===== src/sv/rhsl_pkg.sv =====
`timescale 1ns / 1ps

package rhsl_pkg;

  localparam int CH_W      = 8;
  localparam int SUM_W     = 9;
  localparam int SAT_DIV_W = 9;   // 2*den, den <= 255
  localparam int HUE_DIV_W = 12;  // 12*delta, delta <= 255
  localparam int NUM_W     = 11;  // hue numerator and 6*delta

  typedef enum logic [1:0] {
    SEC_RED,
    SEC_GREEN,
    SEC_BLUE
  } sector_t;

endpackage


===== src/sv/rgb_to_hsl_converter_core.sv =====
`timescale 1ns / 1ps

// RGB to HSL converter. Takes one pixel per clock with start; busy is high
// only during reset. Each result comes out in pixel order, on one cycle
// marked by done, and must be taken then. The two dividers (hue and
// saturation) work in parallel and resolve one quotient bit per pipeline
// stage over HUE_BITS+1 stages; before them lie three front stages (input
// register, extremes and sector, operands), after them one output register.
module rgb_to_hsl_converter_core
  import rhsl_pkg::*;
#(
  parameter int HUE_BITS = 12
) (
  input  logic                clk,
  input  logic                rst,
  input  logic                start,
  output logic                busy,
  input  logic [23:0]         pixel,
  output logic                done,
  output logic [HUE_BITS-1:0] hue,
  output logic [7:0]          saturation,
  output logic [7:0]          lightness,
  output logic                achromatic
);

  localparam int QW = HUE_BITS + 1;

  assign busy = rst;

  // stage 1: input register
  logic            s1_valid;
  logic [CH_W-1:0] s1_r, s1_g, s1_b;

  always_ff @(posedge clk) begin
    if (rst) begin
      s1_valid <= 1'b0;
    end else begin
      s1_valid <= start && !busy;
    end
  end

  always_ff @(posedge clk) begin
    s1_r <= pixel[23:16];
    s1_g <= pixel[15:8];
    s1_b <= pixel[7:0];
  end

  // stage 2: extremes and sector
  logic             s2_valid;
  logic [CH_W-1:0]  s2_r, s2_g, s2_b, s2_delta;
  logic [SUM_W-1:0] s2_sum;
  sector_t          s2_sec;

  logic [CH_W-1:0]  hi, lo;
  sector_t          sec_next;

  always_comb begin
    if (s1_r >= s1_g && s1_r >= s1_b) begin
      sec_next = SEC_RED;
      hi       = s1_r;
    end else if (s1_g >= s1_b) begin
      sec_next = SEC_GREEN;
      hi       = s1_g;
    end else begin
      sec_next = SEC_BLUE;
      hi       = s1_b;
    end
    lo = (s1_r <= s1_g) ? s1_r : s1_g;
    lo = (lo <= s1_b) ? lo : s1_b;
  end

  always_ff @(posedge clk) begin
    if (rst) begin
      s2_valid <= 1'b0;
    end else begin
      s2_valid <= s1_valid;
    end
  end

  always_ff @(posedge clk) begin
    s2_r     <= s1_r;
    s2_g     <= s1_g;
    s2_b     <= s1_b;
    s2_delta <= hi - lo;
    s2_sum   <= {1'b0, hi} + {1'b0, lo};
    s2_sec   <= sec_next;
  end

  // stage 3: divider operands
  logic                  s3_valid;
  logic                  s3_gray;
  logic [7:0]            s3_light;
  logic [SAT_DIV_W+QW-1:0] s3_sat_n;
  logic [SAT_DIV_W-1:0]  s3_sat_d;
  logic [HUE_DIV_W+QW-1:0] s3_hue_n;
  logic [HUE_DIV_W-1:0]  s3_hue_d;

  logic [CH_W-1:0]  den;
  logic [16:0]      sat_num;
  logic [NUM_W-1:0] full;
  logic [11:0]      num12;
  logic [SUM_W:0]   sum_rnd;

  always_comb begin
    den = (s2_sum <= SUM_W'(255)) ? s2_sum[CH_W-1:0] : CH_W'(SUM_W'(510) - s2_sum);
    // 510*delta + den
    sat_num = {s2_delta, 9'b0} - {8'b0, s2_delta, 1'b0} + {9'b0, den};
    full    = {1'b0, s2_delta, 2'b00} + {2'b00, s2_delta, 1'b0};
    case (s2_sec)
      SEC_RED: begin
        // true modulo 6 wraps a negative fraction to the top of the turn
        if (s2_g >= s2_b) begin
          num12 = {4'b0, s2_g} - {4'b0, s2_b};
        end else begin
          num12 = {1'b0, full} + {4'b0, s2_g} - {4'b0, s2_b};
        end
      end
      SEC_GREEN: num12 = {3'b0, s2_delta, 1'b0} + {4'b0, s2_b} - {4'b0, s2_r};
      SEC_BLUE:  num12 = {2'b0, s2_delta, 2'b0} + {4'b0, s2_r} - {4'b0, s2_g};
      default:   num12 = '0;
    endcase
    sum_rnd = {1'b0, s2_sum} + (SUM_W+1)'(1);
  end

  always_ff @(posedge clk) begin
    if (rst) begin
      s3_valid <= 1'b0;
    end else begin
      s3_valid <= s2_valid;
    end
  end

  always_ff @(posedge clk) begin
    s3_gray  <= (s2_delta == '0);
    s3_light <= sum_rnd[8:1];
    s3_sat_n <= {{(SAT_DIV_W+QW-17){1'b0}}, sat_num};
    s3_sat_d <= {den, 1'b0};
    s3_hue_n <= {1'b0, num12[NUM_W-1:0], {QW{1'b0}}} + {{(QW+1){1'b0}}, full};
    s3_hue_d <= {full, 1'b0};
  end

  // dividers
  logic [QW-1:0] hue_q, sat_q;

  rhsl_div #(.QW(QW), .DW(HUE_DIV_W)) u_hue_div (
    .clk      (clk),
    .dividend (s3_hue_n),
    .divisor  (s3_hue_d),
    .quotient (hue_q)
  );

  rhsl_div #(.QW(QW), .DW(SAT_DIV_W)) u_sat_div (
    .clk      (clk),
    .dividend (s3_sat_n),
    .divisor  (s3_sat_d),
    .quotient (sat_q)
  );

  // side data follows the divider stages
  logic       dl_valid [QW];
  logic       dl_gray  [QW];
  logic [7:0] dl_light [QW];

  always_ff @(posedge clk) begin
    if (rst) begin
      for (int i = 0; i < QW; i++) begin
        dl_valid[i] <= 1'b0;
      end
    end else begin
      dl_valid[0] <= s3_valid;
      for (int i = 1; i < QW; i++) begin
        dl_valid[i] <= dl_valid[i-1];
      end
    end
  end

  always_ff @(posedge clk) begin
    dl_gray[0]  <= s3_gray;
    dl_light[0] <= s3_light;
    for (int i = 1; i < QW; i++) begin
      dl_gray[i]  <= dl_gray[i-1];
      dl_light[i] <= dl_light[i-1];
    end
  end

  // output register; a hue that rounds to a full turn wraps to zero
  always_ff @(posedge clk) begin
    if (rst) begin
      done <= 1'b0;
    end else begin
      done <= dl_valid[QW-1];
    end
  end

  always_ff @(posedge clk) begin
    hue        <= dl_gray[QW-1] ? '0 : hue_q[HUE_BITS-1:0];
    saturation <= dl_gray[QW-1] ? '0 : sat_q[7:0];
    lightness  <= dl_light[QW-1];
    achromatic <= dl_gray[QW-1];
  end

endmodule


===== src/sv/rhsl_div.sv =====
`timescale 1ns / 1ps

// pipelined restoring divider, one quotient bit per stage
// the top DW bits of the dividend must be below the divisor
module rhsl_div #(
  parameter int QW = 13,
  parameter int DW = 12
) (
  input  logic               clk,
  input  logic [DW+QW-1:0]   dividend,
  input  logic [DW-1:0]      divisor,
  output logic [QW-1:0]      quotient
);

  logic [DW-1:0] rem_q [QW];
  logic [QW-1:0] low_q [QW];
  logic [QW-1:0] quo_q [QW];
  logic [DW-1:0] dv_q  [QW];

  for (genvar i = 0; i < QW; i++) begin : g_stage
    logic [DW-1:0] rem_in;
    logic [QW-1:0] low_in;
    logic [QW-1:0] quo_in;
    logic [DW-1:0] dv_in;
    logic [DW+1:0] diff;
    logic          borrow;

    if (i == 0) begin : g_first
      assign rem_in = dividend[DW+QW-1:QW];
      assign low_in = dividend[QW-1:0];
      assign quo_in = '0;
      assign dv_in  = divisor;
    end else begin : g_rest
      assign rem_in = rem_q[i-1];
      assign low_in = low_q[i-1];
      assign quo_in = quo_q[i-1];
      assign dv_in  = dv_q[i-1];
    end

    assign diff   = {1'b0, rem_in, low_in[QW-1]} - {2'b00, dv_in};
    assign borrow = diff[DW+1];

    always_ff @(posedge clk) begin
      // partial remainder stays below the divisor, so DW bits hold it
      rem_q[i] <= borrow ? {rem_in[DW-2:0], low_in[QW-1]} : diff[DW-1:0];
      low_q[i] <= {low_in[QW-2:0], 1'b0};
      quo_q[i] <= {quo_in[QW-2:0], ~borrow};
      dv_q[i]  <= dv_in;
    end
  end

  assign quotient = quo_q[QW-1];

endmodule


===== config.mk =====
export PLATFORM = sky130hd
export DESIGN_NAME = rgb_to_hsl_converter_core
export DESIGN_NICKNAME = d
export VERILOG_FILES = /design/src/sv/rhsl_pkg.sv /design/src/sv/rgb_to_hsl_converter_core.sv /design/src/sv/rhsl_div.sv
export SDC_FILE = /design/constraint.sdc
export NUM_CORES = 1
export LEC_CHECK = 0
export BUFFER_PORTS_ARGS = -buffer_cell sky130_fd_sc_hd__buf_4
export CORE_ASPECT_RATIO = 1.4
export CORE_UTILIZATION = 45
export DETAILED_ROUTE_END_ITERATION = 8
export GPL_TIMING_DRIVEN = 0
export PLACE_DENSITY = 0.58
export SLEW_MARGIN = 20
export SYNTH_ARGS = -nofsm -noshare
export SYNTH_HDL_FRONTEND = slang
export SYNTH_HIERARCHICAL = 1
export SYNTH_SLANG_ARGS = --single-unit

===== constraint.sdc =====
create_clock -name clk -period 6.6 [get_ports clk]
set_input_delay 0 -clock clk [delete_from_list [all_inputs] [get_ports clk]]
set_output_delay 0 -clock clk [all_outputs]
set_load 0.01 [all_outputs]

---- Word level (Yosys, flattened, before mapping) ----
Memory sizes are Yosys's and may differ from the RTL's. A register that Yosys moved wholly into a read port is not among the register bits.
Index checks and enable logic that the tools add are counted.
word-level totals
  latch bits .............................. 0
  logic and storage cells ................. 174
  memories ................................ 11
  flip-flop bits (word level) ............. 141
  memory bits (writable) .................. 1,326
  output and inout bits ................... 31
  memory bits (read-only) ................. 0
memory list
  name             depth  bits a word  read ports  clocked after Yosys merged registers in  wr ports  RTL line        source
  u_hue_div.quo_q  13     13           13          1                                        13        rhsl_div.sv:17  logic [QW-1:0] quo_q [QW];
  u_sat_div.quo_q  13     13           13          1                                        13        rhsl_div.sv:17
  u_hue_div.dv_q   13     12           12          0                                        13        rhsl_div.sv:18  logic [DW-1:0] dv_q [QW];
  u_hue_div.low_q  13     12           12          0                                        13        rhsl_div.sv:16  logic [QW-1:0] low_q [QW];
  u_hue_div.rem_q  13     12           12          0                                        13        rhsl_div.sv:15  logic [DW-1:0] rem_q [QW];
  u_sat_div.low_q  13     12           12          0                                        13        rhsl_div.sv:16
  +5 memories      n/a    n/a          n/a         n/a                                      n/a       n/a
cells by class
  reductions and logical operators ........ 5
  muxes and demuxes ....................... 50
  bitwise operators ....................... 39
  equality and inequality tests ........... 2
  add/subtract/negate cells ............... 41
  multipliers ............................. 0
  divide/modulo/power cells ............... 0
  shifts and indexed selects .............. 0
  $lt $le $gt $ge ......................... 7
operator list
  kind                                                           count
  13-bit by 12-bit subtractor with 14-bit output                 13
  12-bit two-way mux                                             13
  10-bit by 9-bit subtractor with 11-bit output                  12
  9-bit two-way mux                                              13
  8-bit two-way mux                                              5
  11-bit one-hot mux with 3 select lines                         1
  8-bit greater-or-equal comparator                              4
  1-bit inverter                                                 26
  24-bit by 11-bit adder with 25-bit output                      1
  11-bit by 8-bit subtractor with 11-bit output                  2
  17-bit by 8-bit adder with 17-bit output                       1
  17-bit by 9-bit subtractor with 17-bit output                  1
  8-bit <= comparator                                            2
  1-bit two-way mux                                              16
  1-bit bitwise OR                                               13
  10-bit by 8-bit adder with 11-bit output                       1
  10-bit by 9-bit adder with 11-bit output                       1
  11-bit by 8-bit adder with 11-bit output                       1
  11-bit two-way mux                                             1
  10-bit by 8-bit subtractor with 11-bit output                  1
  9-bit by 8-bit adder with 10-bit output                        1
  5-bit by 9-bit subtractor with 10-bit output                   1
  8-bit by 8-bit adder with 9-bit output                         1
  9-bit by 1-bit adder with 9-bit output, second input constant  1
  11 further kinds                                               12

---- Longest topological paths before layout ----
  depth in word-level cells ............... 6
  mapped depth ............................ 26
  depth with buffers taken out ............ 25

---- Cells and area by module ----
The synthesis kept the hierarchy.
by module, submodules not included
  module                     cells each  area an instance (sq um)  instances  seq. area each (sq um)
  rhsl_div (u_hue_div)       1,778       18,587.8                  1          9,148.8
  rhsl_div (u_sat_div)       1,228       13,736.9                  1          7,707.4
  rgb_to_hsl_converter_core  980         11,136.9                  1          5,645.4

---- Worst setup path before layout ----
No wires, ideal clock.
  kind .................................... reg2reg
  start ................................... register s1_g[1]
  end ..................................... register s2_sum[8]
  buffers on the path ..................... 1
  setup time .............................. 114 ps
  arrival ................................. 4,676 ps
  cell stages (with the launch flop) ...... 25
  data required time ...................... 6,486 ps
  setup slack ............................. 1,810 ps
  cells stage by stage .................... dfxtp_1 -> inv_1 -> ha_1 -> nor2b_1 -> o21a_1 -> o21a_1 -> o21bai_4 -> a21oi_4 -> mux2_4 -> ha_1 -> nor2b_1 -> o21a_1 -> o21a_1 -> o21ai_0 -> a21oi_1 -> clkbuf_4 -> mux2_2 -> ha_1 -> nor2b_1 -> o21ai_0 -> a21oi_1 -> o21ai_0 -> nand2b_1 -> a21o_1 -> a21o_1
on the way
  cells in the longest elaborated chain, start to end .. 5
  elaborated cells on any way between the ends .. 10
  those cells by class .................... 1 x add/sub; 4 x order compare; 4 x mux; 1 x reduce/logical
ends and longest elaborated chain
  element                                     RTL line                         source
  start, declared                             rgb_to_hsl_converter_core.sv:32  logic [CH_W-1:0] s1_r, s1_g, s1_b;
  start signal, assigned                      rgb_to_hsl_converter_core.sv:44  s1_g <= pixel[15:8];
  8-bit <= comparator                         rgb_to_hsl_converter_core.sv:68  lo = (s1_r <= s1_g) ? s1_r : s1_g;
  8-bit two-way mux                           rgb_to_hsl_converter_core.sv:68
  8-bit <= comparator                         rgb_to_hsl_converter_core.sv:69  lo = (lo <= s1_b) ? lo : s1_b;
  8-bit two-way mux                           rgb_to_hsl_converter_core.sv:69
  8-bit by 8-bit adder with 9-bit output (*)  rgb_to_hsl_converter_core.sv:85  s2_sum <= {1'b0, hi} + {1'b0, lo};
  end signal, assigned                        rgb_to_hsl_converter_core.sv:85
  end, declared                               rgb_to_hsl_converter_core.sv:51  logic [SUM_W-1:0] s2_sum;
Mark *: on every way between the ends. The rest lies on a longest branch, timed or not.
A chain may end at the register's enable or synchronous reset.

---- Final worst setup path ----
Same ends and word-level chain as after synthesis.

==> run_results.csv <==
group,metric,value,unit
logic_synthesis,synth_warnings,6,
critical_path,worst-endpoint-required,7170,ps
placed_design,io_buffers,57,
cells_and_area,fillerInstances,8296,
critical_path,r2r_cells,24,
sta,min_period,6043,ps
routing,routedWlPerCell,14.36,um
sta,max_freq,165.5,MHz
cells_and_area,multiInputGateArea,18960,sq um
sta,final_max_slew_viol_count,0,
critical_path,crit_path_start_kind,"flop",
run_status,run_status,"finished, violations left",
clock_network,clk_latency,680,ps
placed_design,gp_congestion,0.8703,
clock_network,cts_sinks,1056,
sta,tightest_slew,772.1,ps
clock_network,clockRootBuffer,"clkbuf_16",
critical_path,cp_cell_sequence,"inv_1 -> ha_1 -> nor2b_1 -> o21a_1 -> o21a_1 -> o21bai_4 -> a21oi_4 -> mux2_4 -> ha_1 -> nor2b_1 -> o21a_1 -> o21a_1 -> o21ai_0 -> a21oi_1 -> clkbuf_4 -> mux2_2 -> ha_1 -> nor2b_1 -> o21ai_0 -> a21oi_1 -> o21ai_0 -> nand2b_1 -> a21o_1 -> a21o_1",
floorplan,io_pins,58,
logic_synthesis,syn_avg_cell_area,10.75,sq um
critical_path,max_stage_delay,570,ps
routing,antenna_left,0,
cells_and_area,num_antenna_cells,0,
sta,finalCritPeriodShare,91.56,%
global_route,first_global_vias,27530,
floorplan,core_area,92650,sq um
clock_network,clk_pin_slew_worst_paths,60,ps
critical_path,slowest_stage,"a21oi_1",
floorplan,start_util,45.44,%
floorplan,dieArea,94800,sq um
global_route,grt_start_max_net_pins,18,
cells_and_area,drive_gt1_share,11.49,%
sta,rsz0062_at_grt,"no",
cells_and_area,fin_nets,4612,
floorplan,die_h,363.9,um
job,drv_cap,0,
sta,setup_viol,0,
cells_and_area,area_delta_synth_final,14.16,%
cells_and_area,mostFrequentLayoutCells,"dfxtp_1, inv_1, ha_1, nor2_1, a21oi_1",
clock_network,cts_tree,"done",
critical_path,crit_arrival,6610,ps
sta,layout_setup_ws,557.1,ps
critical_path,crit_type,"flop to flop",
clock_network,cts_buffer_depth,3,
routing,via_count,26460,
sta,max_slew_margin,48.16,%
routing,drt-pass1-iter-count,9,
placed_design,dp_slack,571.9,ps
clock_network,cts_setup_buffers,0,
worst_hold_path,min_path_type,"input port to flop",
cells_and_area,regArea,21140,sq um
floorplan,fp.dieW,260.5,um
clock_network,cts.repair.resized,0,
routing,vias_per_cell,4.869,
logic_synthesis,synth_area,42100,sq um
routing,wl,78.04,mm
sta,finalSetupTns,0,ps
routing,drtIter0Drc,938,
logic_synthesis,synthCells,3918,
critical_path,crit_top_cell,"o21a_1",
sta,hold_viol,0,
routing,drc,6,
global_route,gr-usage-all-layers,16.82,%
run_status,violations,"design-rule violations",
clock_network,cts_buffers,99,
placed_design,place_hpwl,60.89,mm
cells_and_area,final_common_cell,"dfxtp_1",
critical_path,worstPathMaxFanout,10,
clock_network,htree_levels,3,
global_route,overflow,0,
sta,finClkSkew,22.44,ps
worst_hold_path,hold_depth,3,
critical_path,end_kind,"flop",
global_route,grt_pass1_wl,127.8,mm
floorplan,rows,132,
global_route,antenna_found_initial,0,
## path summary, 6_finish.rpt
path                                           from                endpoint  slack (ps)
worst max register to register      s1_g[1]$_DFF_P_       s2_sum[8]$_DFF_P_         560
worst min register to register  s3_light[3]$_DFF_P_  dl_light[0][3]$_DFF_P_         320
worst min-delay path                            rst  dl_valid[3]$_SDFF_PP0_         130
worst max-delay path                s1_g[1]$_DFF_P_       s2_sum[8]$_DFF_P_         560
## through the flow
stage,hold slack [ps],cell area (sq um),std cells,utilization [%]
2_1_floorplan,27.72,42180,3938,-
3_3_place_gp,104.5,44110,5201,47.61
3_5_place_dp,105.6,44110,5201,47.61
4_1_cts,53.71,48060,5434,51.87
5_1_grt,100.3,48060,5434,51.87
6_report,125.1,48060,5434,51.87
## flip-flops by register name, indices dropped and copies added (netlist names), 12 cells and up
name / cells
u_hue_div/dv_q: 144
s3_hue_n: 12
s3_sat_n: 16
u_sat_div/dv_q: 108
u_hue_div/quo_q: 78
u_sat_div/low_q: 78
dl_valid: 13
hue: 12
dl_light: 104
u_hue_div/low_q: 78
u_hue_div/rem_q: 144
u_sat_div/quo_q: 36
u_sat_div/rem_q: 108
dl_gray: 13
## routing by layer
metal | wire, um | track usage, % | up-vias
li1 | - | - | 13710
met1 | 26530 | 14.23 | 12230
met2 | 44710 | 34.92 | 328
met3 | 1975 | 2.510 | 186
met4 | 4821 | 11.12 | 0
met5 | 0 | 0 | -
## layout make-up
cell class                      instances  share of cell area (%)
Buffer                                 42                  0.7003
Multi-Input combinational cell       2378                   39.45
Timing Repair Buffer                  108                   1.953
Clock inverter                         54                   1.390
Tap cell                             1206                   3.140
Inverter                              462                   3.614
Sequential cell                      1056                   43.99
Clock buffer                          128                   5.761
## worst max-delay path, delay by kind of cell, from the launching register on
kind / cells / cell delay (ps)
AO/OA/AOI/OAI: 13 / 2870
adder cells (fa/ha/maj): 3 / 920
multiplexers: 2 / 720
AND/OR/NAND/NOR: 4 / 530
buffers and inverters: 2 / 490
flip-flops: 1 / 370
## timing repair
action / 4_1_cts / 5_1_grt
hold endpoints to repair: 41 / 0
setup endpoints to repair: 0 / 0
hold buffers: 51 / 0
Power is left out: the tool's default activity adds up to more than one toggle a clock period on the data nets, which glitch-free logic cannot reach.
